===== src/i2cms_pkg.sv =====
// ----------------------------------------------------------------------------
// i2cms_pkg
// Shared types and codes for the I2C master byte sequencer.
// ----------------------------------------------------------------------------
package i2cms_pkg;

   localparam int unsigned KIND_W    = 3;
   localparam int unsigned BYTE_W    = 8;
   localparam int unsigned HALF_W    = 8;
   localparam int unsigned TIMEOUT_W = 10;
   localparam int unsigned CSR_IDX_W = 1;
   localparam int unsigned CSR_DAT_W = 10;

   localparam logic [KIND_W-1:0] KIND_NONE  = 3'd0;
   localparam logic [KIND_W-1:0] KIND_START = 3'd1;
   localparam logic [KIND_W-1:0] KIND_STOP  = 3'd2;
   localparam logic [KIND_W-1:0] KIND_WRITE = 3'd3;
   localparam logic [KIND_W-1:0] KIND_READ  = 3'd4;
   localparam logic [KIND_W-1:0] KIND_ACK   = 3'd5;
   localparam logic [KIND_W-1:0] KIND_NACK  = 3'd6;
   localparam logic [KIND_W-1:0] KIND_CHECK = 3'd7;

   localparam logic [CSR_IDX_W-1:0] CSR_HALF_PERIOD = 1'd0;
   localparam logic [CSR_IDX_W-1:0] CSR_ACK_TIMEOUT = 1'd1;

   localparam logic [HALF_W-1:0]    HALF_RESET    = 8'd6;
   localparam logic [TIMEOUT_W-1:0] TIMEOUT_RESET = 10'd100;

   typedef struct packed {
      logic              scl;
      logic              sda;
      logic              drive;
      logic              busy;
      logic              done;
      logic [BYTE_W-1:0] read_data;
      logic              ack_seen;
      logic              rejected;
   } tick_res_type;

endpackage


===== src/i2c_master_byte_sequencer_core.sv =====
// ----------------------------------------------------------------------------
// i2c_master_byte_sequencer_core
// I2C master line sequencer driven by one tick word per bus time step.
// ----------------------------------------------------------------------------
// One tick word is taken per clock and gives exactly one result word through
// an output register backed by a one-word skid stage; req_tready drops only
// while that skid stage is full. The phase sequencer state advances once per
// accepted tick, so bus timing is set by the tick stream and the half-period
// and ACK-timeout registers, not by the clock.
module i2c_master_byte_sequencer_core
   import i2cms_pkg::*;
(
   input  logic                 clock,
   input  logic                 reset,
   input  logic                 req_tvalid,
   output logic                 req_tready,
   input  logic [15:0]          req_tdata,   // tx_byte[7:0], sda_in[8], zero[15:9]
   input  logic [KIND_W-1:0]    req_tuser,   // kind[2:0]
   output logic                 rsp_tvalid,
   input  logic                 rsp_tready,
   output logic [15:0]          rsp_tdata,   // scl[0], sda[1], sda_drive[2], busy[3],
                                             // done[4], read_data[12:5], ack_seen[13],
                                             // rejected[14], zero[15]
   input  logic                 csr_we,
   input  logic [CSR_IDX_W-1:0] csr_index,
   input  logic [CSR_DAT_W-1:0] csr_wdata
);

   logic [HALF_W-1:0]    half_ff;
   logic [TIMEOUT_W-1:0] timeout_ff;
   logic                 accept;
   logic                 pop;
   tick_res_type         res;
   logic [15:0]          word;
   logic                 out_valid_ff, out_valid_in;
   logic [15:0]          out_data_ff, out_data_in;
   logic                 skid_valid_ff, skid_valid_in;
   logic [15:0]          skid_data_ff, skid_data_in;

   always_ff @(posedge clock) begin
      if (reset) begin
         half_ff    <= HALF_RESET;
         timeout_ff <= TIMEOUT_RESET;
      end else if (csr_we) begin
         case (csr_index)
            CSR_HALF_PERIOD: half_ff    <= csr_wdata[HALF_W-1:0];
            CSR_ACK_TIMEOUT: timeout_ff <= csr_wdata[TIMEOUT_W-1:0];
            default: ;
         endcase
      end
   end

   assign req_tready = !skid_valid_ff;
   assign accept     = req_tvalid && req_tready;
   assign pop        = out_valid_ff && rsp_tready;

   i2cms_engine u_engine (
      .clock       (clock),
      .reset       (reset),
      .step        (accept),
      .kind        (req_tuser),
      .tx_byte     (req_tdata[7:0]),
      .sda_in      (req_tdata[8]),
      .half_period (half_ff),
      .ack_timeout (timeout_ff),
      .res         (res)
   );

   assign word = {1'b0, res.rejected, res.ack_seen, res.read_data, res.done,
                  res.busy, res.drive, res.sda, res.scl};

   always_comb begin
      out_valid_in  = out_valid_ff;
      out_data_in   = out_data_ff;
      skid_valid_in = skid_valid_ff;
      skid_data_in  = skid_data_ff;
      if (!out_valid_ff || pop) begin
         if (skid_valid_ff) begin
            out_valid_in  = 1'b1;
            out_data_in   = skid_data_ff;
            skid_valid_in = 1'b0;
         end else begin
            out_valid_in = accept;
            out_data_in  = word;
         end
      end else if (accept) begin
         skid_valid_in = 1'b1;
         skid_data_in  = word;
      end
   end

   always_ff @(posedge clock) begin
      if (reset) begin
         out_valid_ff  <= 1'b0;
         skid_valid_ff <= 1'b0;
      end else begin
         out_valid_ff  <= out_valid_in;
         skid_valid_ff <= skid_valid_in;
      end
      out_data_ff  <= out_data_in;
      skid_data_ff <= skid_data_in;
   end

   assign rsp_tvalid = out_valid_ff;
   assign rsp_tdata  = out_data_ff;

endmodule


===== src/i2cms_engine.sv =====
// ----------------------------------------------------------------------------
// i2cms_engine
// Phase sequencer: one tick per step, line levels and command results.
// ----------------------------------------------------------------------------
module i2cms_engine
   import i2cms_pkg::*;
(
   input  logic                 clock,
   input  logic                 reset,
   input  logic                 step,
   input  logic [KIND_W-1:0]    kind,
   input  logic [BYTE_W-1:0]    tx_byte,
   input  logic                 sda_in,
   input  logic [HALF_W-1:0]    half_period,
   input  logic [TIMEOUT_W-1:0] ack_timeout,
   output tick_res_type         res
);

   typedef enum logic [4:0] {
      PH_IDLE, PH_ST0, PH_ST1, PH_ST2, PH_SP0, PH_SP1, PH_SP2,
      PH_WL, PH_WH, PH_WT, PH_RL0, PH_RH, PH_RL,
      PH_AK0, PH_AK1, PH_AK2, PH_CK0, PH_CK1, PH_CKP, PH_CKT
   } phase_type;

   typedef struct packed {
      phase_type            phase;
      logic [KIND_W-1:0]    cmd;
      logic [3:0]           bits;
      logic [BYTE_W-1:0]    shift;
      logic [HALF_W-1:0]    hold;
      logic [TIMEOUT_W-1:0] poll;
      logic                 scl;
      logic                 sda;
      logic                 drive;
      logic                 ack;
      logic [BYTE_W-1:0]    rx;
   } eng_state_type;

   localparam eng_state_type STATE_RESET = '{
      phase: PH_IDLE, cmd: KIND_NONE, bits: '0, shift: '0, hold: '0, poll: '0,
      scl: 1'b1, sda: 1'b1, drive: 1'b1, ack: 1'b0, rx: '0
   };

   function automatic eng_state_type enter_phase(eng_state_type s, phase_type p);
      eng_state_type r;
      r       = s;
      r.phase = p;
      r.hold  = '0;
      case (p)
         PH_ST0: begin r.scl = 1'b1; r.sda = 1'b1; r.drive = 1'b1; end
         PH_ST1: r.sda = 1'b0;
         PH_ST2: r.scl = 1'b0;
         PH_SP0: begin r.scl = 1'b0; r.sda = 1'b0; r.drive = 1'b1; end
         PH_SP1: r.scl = 1'b1;
         PH_SP2: r.sda = 1'b1;
         PH_WL: begin
            r.scl   = 1'b0;
            r.drive = 1'b1;
            r.sda   = s.shift[BYTE_W-1];
         end
         PH_WH:  r.scl = 1'b1;
         PH_WT:  r.scl = 1'b0;
         PH_RL0: begin r.scl = 1'b0; r.drive = 1'b0; end
         PH_RH:  r.scl = 1'b1;
         PH_RL:  r.scl = 1'b0;
         PH_AK0: begin r.drive = 1'b1; r.sda = (s.cmd == KIND_NACK); end
         PH_AK1: r.scl = 1'b1;
         PH_AK2: r.scl = 1'b0;
         PH_CK0: begin r.scl = 1'b0; r.drive = 1'b0; end
         PH_CK1: r.scl = 1'b1;
         PH_CKP: r.poll = '0;
         PH_CKT: r.scl = 1'b0;
         default: ;
      endcase
      return r;
   endfunction

   eng_state_type        state_ff;
   eng_state_type        state_in;
   eng_state_type        s;
   logic                 fin;
   logic                 rej;
   logic                 busy;
   logic                 scl_out;
   logic                 sda_out;
   logic                 drv_out;
   logic [HALF_W-1:0]    hp_eff;
   logic [TIMEOUT_W-1:0] to_eff;

   assign hp_eff = (half_period == '0) ? HALF_W'(1) : half_period;
   assign to_eff = (ack_timeout == '0) ? TIMEOUT_W'(1) : ack_timeout;

   always_comb begin
      s   = state_ff;
      rej = 1'b0;
      fin = 1'b0;

      // command launch
      if (s.phase != PH_IDLE) begin
         rej = (kind != KIND_NONE);
      end else if (kind != KIND_NONE) begin
         s.cmd  = kind;
         s.bits = '0;
         case (kind)
            KIND_START: s = enter_phase(s, PH_ST0);
            KIND_STOP:  s = enter_phase(s, PH_SP0);
            KIND_WRITE: begin s.shift = tx_byte; s = enter_phase(s, PH_WL); end
            KIND_READ:  begin s.shift = '0; s = enter_phase(s, PH_RL0); end
            KIND_ACK,
            KIND_NACK:  s = enter_phase(s, PH_AK0);
            default:    s = enter_phase(s, PH_CK0);
         endcase
      end

      busy    = (s.phase != PH_IDLE);
      scl_out = s.scl;
      sda_out = s.sda;
      drv_out = s.drive;

      // phase timing
      if (s.phase == PH_CKP) begin
         if (!sda_in) begin
            s = enter_phase(s, PH_CKT);
         end else begin
            s.poll = s.poll + 1'b1;
            if (s.poll >= to_eff) s = enter_phase(s, PH_SP0);
         end
      end else if (s.phase != PH_IDLE) begin
         s.hold = s.hold + 1'b1;
         if (s.hold >= hp_eff) begin
            case (s.phase)
               PH_ST0: s = enter_phase(s, PH_ST1);
               PH_ST1: s = enter_phase(s, PH_ST2);
               PH_SP0: s = enter_phase(s, PH_SP1);
               PH_SP1: s = enter_phase(s, PH_SP2);
               PH_SP2: begin
                  if (s.cmd == KIND_CHECK) s.ack = 1'b0;
                  fin = 1'b1;
               end
               PH_WL: s = enter_phase(s, PH_WH);
               PH_WH: begin
                  s.shift = {s.shift[BYTE_W-2:0], 1'b0};
                  s.bits  = s.bits + 1'b1;
                  s = enter_phase(s, (s.bits >= 4'd8) ? PH_WT : PH_WL);
               end
               PH_WT: begin s.sda = 1'b1; fin = 1'b1; end
               PH_RL0: s = enter_phase(s, PH_RH);
               PH_RH: begin
                  s.shift = {s.shift[BYTE_W-2:0], sda_in};
                  s = enter_phase(s, PH_RL);
               end
               PH_RL: begin
                  s.bits = s.bits + 1'b1;
                  if (s.bits >= 4'd8) begin
                     s.drive = 1'b1;
                     s.rx    = s.shift;
                     fin     = 1'b1;
                  end else begin
                     s = enter_phase(s, PH_RH);
                  end
               end
               PH_AK0: s = enter_phase(s, PH_AK1);
               PH_AK1: s = enter_phase(s, PH_AK2);
               PH_AK2: begin
                  if (s.cmd == KIND_ACK) s.sda = 1'b1;
                  fin = 1'b1;
               end
               PH_CK0: s = enter_phase(s, PH_CK1);
               PH_CK1: s = enter_phase(s, PH_CKP);
               PH_CKT: begin s.ack = 1'b1; s.drive = 1'b1; fin = 1'b1; end
               default: fin = 1'b1;
            endcase
            if (fin) begin
               s.phase = PH_IDLE;
               s.hold  = '0;
            end
         end
      end

      state_in = step ? s : state_ff;

      res.scl       = scl_out;
      res.sda       = sda_out;
      res.drive     = drv_out;
      res.busy      = busy;
      res.done      = fin;
      res.read_data = s.rx;
      res.ack_seen  = s.ack;
      res.rejected  = rej;
   end

   always_ff @(posedge clock) begin
      if (reset) begin
         state_ff <= STATE_RESET;
      end else begin
         state_ff <= state_in;
      end
   end

endmodule


===== config.mk =====
export PLATFORM = sky130hd
export DESIGN_NAME = i2c_master_byte_sequencer_core
export DESIGN_NICKNAME = d
export VERILOG_FILES = /design/src/i2cms_pkg.sv /design/src/i2c_master_byte_sequencer_core.sv /design/src/i2cms_engine.sv
export SDC_FILE = /design/constraint.sdc
export NUM_CORES = 1
export LEC_CHECK = 0
export ABC_AREA = 1
export BUFFER_PORTS_ARGS = -buffer_cell sky130_fd_sc_hd__buf_4
export CAP_MARGIN = 20
export CORE_ASPECT_RATIO = 0.5
export CORE_MARGIN = 5
export CORE_UTILIZATION = 53
export CTS_CLUSTER_DIAMETER = 200
export DETAILED_ROUTE_END_ITERATION = 8
export PLACE_DENSITY = 0.77
export SYNTH_ARGS = -nofsm -noshare
export SYNTH_HDL_FRONTEND = slang
export SYNTH_SLANG_ARGS = --single-unit
export TNS_END_PERCENT = 50

===== constraint.sdc =====
create_clock -name clock -period 6.6 [get_ports clock]
set_input_delay 1.65 -clock clock [delete_from_list [all_inputs] [get_ports clock]]
set_output_delay 1.65 -clock clock [all_outputs]
set_load 0.01 [all_outputs]

# Yosys cells after proc, flatten, opt, wreduce, memory -nomap -nowiden
# Index checks and enable logic that the tools add are counted.
# totals
reg_bits	100
input_bits	35
elab_cells	132
# op_classes
n_addsub	3
n_lt_le_gt_ge	3
n_eq_ne	46
n_mux	38
n_bitwise	2
reduce_logical	23
# ops
op	count
case mux 39 bit (13 select lines)	1
two-way mux 50 bit	7
case mux 50 bit (5 select lines)	1
== test 5 x 4 -> 1 bit (second input constant)	16
== test 5 x 3 -> 1 bit (second input constant)	8
== test 5 bit (second input constant)	8
two-way mux 40 bit	1
two-way mux 8 bit	4
two-way mux 10 bit	2
== test 3 bit (second input constant)	6
== test 5 x 2 -> 1 bit (second input constant)	3
two-way mux 15 bit	1
two-way mux 1 bit	12
OR reduction 12 bit	1
OR reduction 2 bit	6
adder 10 x 1 -> 10 bit (second input constant)	1
== test 5 x 1 -> 1 bit (second input constant)	2
greater-or-equal comparator 10 bit	1
logical NOT 10 bit	1
nonzero test 5 bit	2
OR reduction 9 bit	1
adder 8 x 1 -> 8 bit (second input constant)	1
greater-or-equal comparator 8 bit	1
logical NOT 8 bit	1
18 further kinds	27

# Longest topological paths before layout
# depth
word_depth	17
ltp_mapped	26
depth_no_buf	25

# Cells and area by module
# Synthesis repeated with hierarchy kept, for this count alone.
# hier_totals
cells_unflattened	917
area_unflattened_um2	6437.4
# by_module_without_submodules
mod	instances	cells_each	area_each_um2
i2cms_engine	1	732	4558.1
i2c_master_byte_sequencer_core	1	185	1879.3

# Worst setup path before layout
# OpenSTA, ideal clock, no wires.
# synth_timing
path_type	in2reg
startpoint	in req_tuser[0]
endpoint	reg u_engine.state_ff[13] (netlist name)
t_arrival_ns	4.688
required_ns	6.487
setup_slack_ns	1.798
path_stages	22
path_buffers	1
path_cell_list	inv_1 > nand2_2 > nor2_4 > inv_1 > nand2_1 > nand2_1 > nor3_1 > nand4_1 > nor2_1 > xor2_1 > inv_1 > ha_1 > nand2_1 > nor2_1 > nand4_1 > nand3_1 > inv_1 > o31ai_1 > nand3_2 > buf_4 > o21ai_1 > nor2_1
# synth_via
elab_chain_len	12
# synth_lines
element	line_no	text
start, declared	i2c_master_byte_sequencer_core.sv:18	input logic [KIND_W-1:0] req_tuser,
nonzero test 3 bit	i2cms_engine.sv:101	end else if (kind != KIND_NONE) begin
two-way mux 50 bit (*)	i2cms_engine.sv:101	
two-way mux 50 bit (*)	i2cms_engine.sv:99	if (s.phase != PH_IDLE) begin
adder 4 x 1 -> 4 bit	i2cms_engine.sv:143	s.bits = s.bits + 1'b1;
greater-or-equal comparator 4 bit	i2cms_engine.sv:144	s = enter_phase(s, (s.bits >= 4'd8) ? PH_WT : PH_WL);
two-way mux 4 bit	i2cms_engine.sv:144	
== test 5 bit	i2cms_engine.sv:49	case (p)
two-way mux 10 bit	i2cms_engine.sv:49	
case mux 39 bit (13 select lines)	i2cms_engine.sv:131	case (s.phase)
two-way mux 50 bit	i2cms_engine.sv:130	if (s.hold >= hp_eff) begin
two-way mux 50 bit	i2cms_engine.sv:128	end else if (s.phase != PH_IDLE) begin
two-way mux 50 bit (*)	i2cms_engine.sv:121	if (s.phase == PH_CKP) begin
end signal, assigned	i2cms_engine.sv:196	state_ff <= state_in;
end, declared	i2cms_engine.sv:78	eng_state_type state_ff;
# Every way passes the cells marked *; elsewhere a longest branch is shown, timed or not.
# A chain may end at the register's enable or synchronous reset.

# Worst setup path after layout
# layout_timing
startpoint	in req_tuser[0]
endpoint	reg u_engine.state_ff[32] (netlist name)
# layout_via
elab_chain_len	10
# layout_lines
element	line_no	text
== test 3 bit	i2cms_engine.sv:104	case (kind)
OR reduction 2 bit	n/a	
case mux 50 bit (5 select lines)	i2cms_engine.sv:104	
two-way mux 50 bit (*)	i2cms_engine.sv:101	
two-way mux 50 bit (*)	i2cms_engine.sv:99	
branches (longest 4 deep; another with adder 8 x 1 -> 8 bit)	n/a	
two-way mux 50 bit (*)	i2cms_engine.sv:121	
# Mark *: on every way between the ends.

==> run summary <==
IO Pins -> 53
Post-Syn Nets -> 928
Initial DRC Count -> 514
Pwr Total -> 1.74 mW
Area delta synth->final -> 12.3%
Ranking of synthesized cells by area -> dfxtp_1 23%, edfxtp_1 15%, nand2_1 12%, inv_1 8.3%, nor2_1 5.5%
Synthesized area -> 0.00619 sq mm
# setup viols final -> 0
Synthesized area per cell -> 7.10 sq um
Cell area after layout -> 0.00695 sq mm
Overflow after GRT -> 0
Simple-gate share of the synthesized area -> 28.4%
CTS resizes -> 0
Nets@finish -> 965
CP top delay family -> simple AND/OR/NAND/NOR gates
CTS Hold Buffers Added -> 0
Worst Max-Slew Pin Slew -> 849 ps
Leakage -> 3.39 nW
Port bufs -> 44
Core Box Area -> 0.0112 sq mm
Yosys top cell by area -> dfxtp_1
Post-Synth Adder-Cell Area -> 4.25%
Asr flop ratio synth -> 0%
Worst path depth -> 26
CP dominant cell by count -> nand2_1
PD cells -> 251 mW/mm^2
Worst Skew -> 10.2 ps
Status -> completed
Fin util -> 61.9%
Peak VDD IR -> 127 uV
CP Data Arrival Time -> 5630 ps
Critical Path End -> u_engine.state_ff[32]
Critical Path Fanout Max -> 10
Synth warnings -> 0
Post-Route WL -> 15400 um
Slew Viols, Final -> 0
Commonest register cell after synthesis -> dfxtp_1
Yosys top cell area share -> 22.6%
Relative slew margins -> 43.3%
Worst Path Buf+Inv -> 5
Max incr delay on CP -> 430 ps
Period minus WS final -> 5380 ps
Row count -> 27
Detailed placement HPWL -> 11400 um
R2r worst-path depth -> 24
Avg Vias per Cell -> 5.38
Gpl congestion -> 0.958
Wirelength per Cell -> 14.4 um
Largest family of logic cells by synthesized area -> simple AND/OR/NAND/NOR gates
Worst Setup SP -> req_tuser[0]
Fin crit share -> 81.6%
#FFs+latches synth -> 100
Number of global-route vias before repair -> 5383
Total track usage -> 22.4%
Root buf cell -> clkbuf_16
Worst Path Required -> 6850 ps
Setup CP Type -> input pin to flip-flop
TritonCTS buffer count -> 9
Placed cell areas -> 0.00666 sq mm
Largest net degree at the start of global routing -> 49
Die Wd -> 163 um
Drc violations -> 0
RR Endpoint -> u_engine.state_ff[32]
Worst-skew pair later-pin latency -> 350 ps
Number of synthesized flops with an enable pin -> 30
Sequential area share after synthesis -> 37.2%
FF-to-FF setup slack -> 2370 ps
Die area -> 0.0141 sq mm
Compound-cell area share of the yosys netlist -> 17.5%
Synth cell types -> 47
Final Hold Vio Count -> 0
Clk sink count -> 100
First-pass GRT wire length -> 25600 um
Startpoint Class -> input pin
ANT nets after route -> 0
Critical Path Sink Type -> flip-flop
Layout cells sized above 1 -> 14.3%
Die Y -> 86.4 um
RSZ-0062 raised after global routing -> no
H-tree levels -> 3
First-pass DRT Iterations -> 6
Max-cap violations -> 0
Synth Area in XOR/XNOR -> 1.70%
Hold Path Class -> flip-flop to flip-flop
Clk buf depth -> 2
Antenna violations before repair -> 0
Mux contribution to synthesized area -> 0%
Clock-pin slew on the worst setup and hold paths -> 70 ps
Antenna Cells -> 0
Starting density of the core -> 55.2%
R2R Path Start -> u_engine.state_ff[47]
Fin Setup TNS -> 0 ps
Via count -> 5775
Fmax -> 186 MHz
Setup repair bufs after CTS -> 0
Syn Inst Count -> 872
Slowest CP cell -> nand3_1
CTS tree -> built
-- cells in the mapped netlist (all sizes together), types with 3 or more instances --
master	number
a21oi	54
a31oi	7
buf	4
clkbuf	21
dfxtp	70
edfxtp	30
ha	21
inv	148
nand2	207
nand3	40
nand4	10
nor2	109
nor3	8
nor4	4
o211ai	12
o21ai	82
o221ai	3
o22ai	10
xor2	12
-- cells by family after synthesis --
kind of cell / after synthesis
fa+ha+maj: 21
other cells: 1
buf+inv: 175
xor+xnor: 12
simple gates: 379
compound gates: 184
flops: 100
-- area by class of cell --
type	count	area [sq um]
Multi-Input combinational cell	597	3220
Tap cell	159	199
Clock buffer	9	225
Clock inverter	7	60.1
Timing Repair Buffer	51	383
Sequential cell	100	2300
Fill cell	1070	4270
Inverter	150	563
-- layer usage --
metal	wire length (um)	global-route usage, %
met4	236	5.86
met1	7030	29.2
met2	7120	38.5
met5	0	0
met3	1060	4.42
-- layout by cell type, fill, tap and decap left out, types with 3 or more instances in the layout --
cell	synthesis	routed
a21oi_1	53	53
a31oi_1	6	6
buf_4	2	51
clkbuf_16	0	9
clkinv_1	2	3
clkinv_4	0	3
dfxtp_1	70	70
edfxtp_1	30	30
ha_1	21	21
inv_1	137	137
inv_2	11	11
nand2_1	190	190
nand2_2	14	14
nand2_4	3	3
nand3_1	36	36
nand4_1	10	10
nor2_1	91	90
nor2_2	6	7
nor2_4	8	8
nor2_8	4	4
nor3_1	7	7
nor4_1	4	4
o211ai_1	12	12
o21ai_0	49	49
o21ai_1	25	25
o21ai_2	8	8
o221ai_1	3	3
o22ai_1	10	10
xor2_1	12	12
-- worst min path at each step --
stage,startpoint,to,slack [ps],cells past startpoint
final,u_engine.state_ff[40],u_engine.state_ff[40],470,2
after global routing,u_engine.state_ff[40],u_engine.state_ff[40],490,2
after CTS,u_engine.state_ff[40],u_engine.state_ff[40],470,2
after detailed placement,u_engine.state_ff[10],u_engine.state_ff[10],460,2
after global placement,u_engine.state_ff[10],u_engine.state_ff[10],450,2
after floorplan,u_engine.state_ff[10],u_engine.state_ff[10],440,2
-- registers in the layout, indices dropped and copies added (netlist names) --
register,cells
timeout_ff,10
rsp_tvalid,1
rsp_tdata,15
skid_data_ff,15
skid_valid_ff,1
half_ff,8
u_engine.state_ff,50
-- worst min-delay path: stages, from the launching register on --
cell,delay (ps)
dfxtp_1,310
nand2_1,60
a21oi_1,60
-- report_power, final --
| group | internal [mW] | switching, mW | leakage, nW |
|---|---|---|---|
| registers | 0.687 | 0.0233 | 0.875 |
| clock network | 0.262 | 0.252 | 0.137 |
| logic | 0.168 | 0.349 | 2.38 |
| total | 1.12 | 0.624 | 3.39 |
-- per-stage QoR --
| step | instances | worst slack [ps] | hold WS [ps] |
|---|---|---|---|
| 2_1_floorplan | 872 | 1800 | 440 |
| 3_3_place_gp | 1057 | 1000 | 450 |
| 3_5_place_dp | 1057 | 896 | 459 |
| 4_1_cts | 1073 | 1260 | 474 |
| 5_1_grt | 1073 | 905 | 495 |
| 6_report | 1073 | 1220 | 470 |
(Power assumes the default switching activity.)
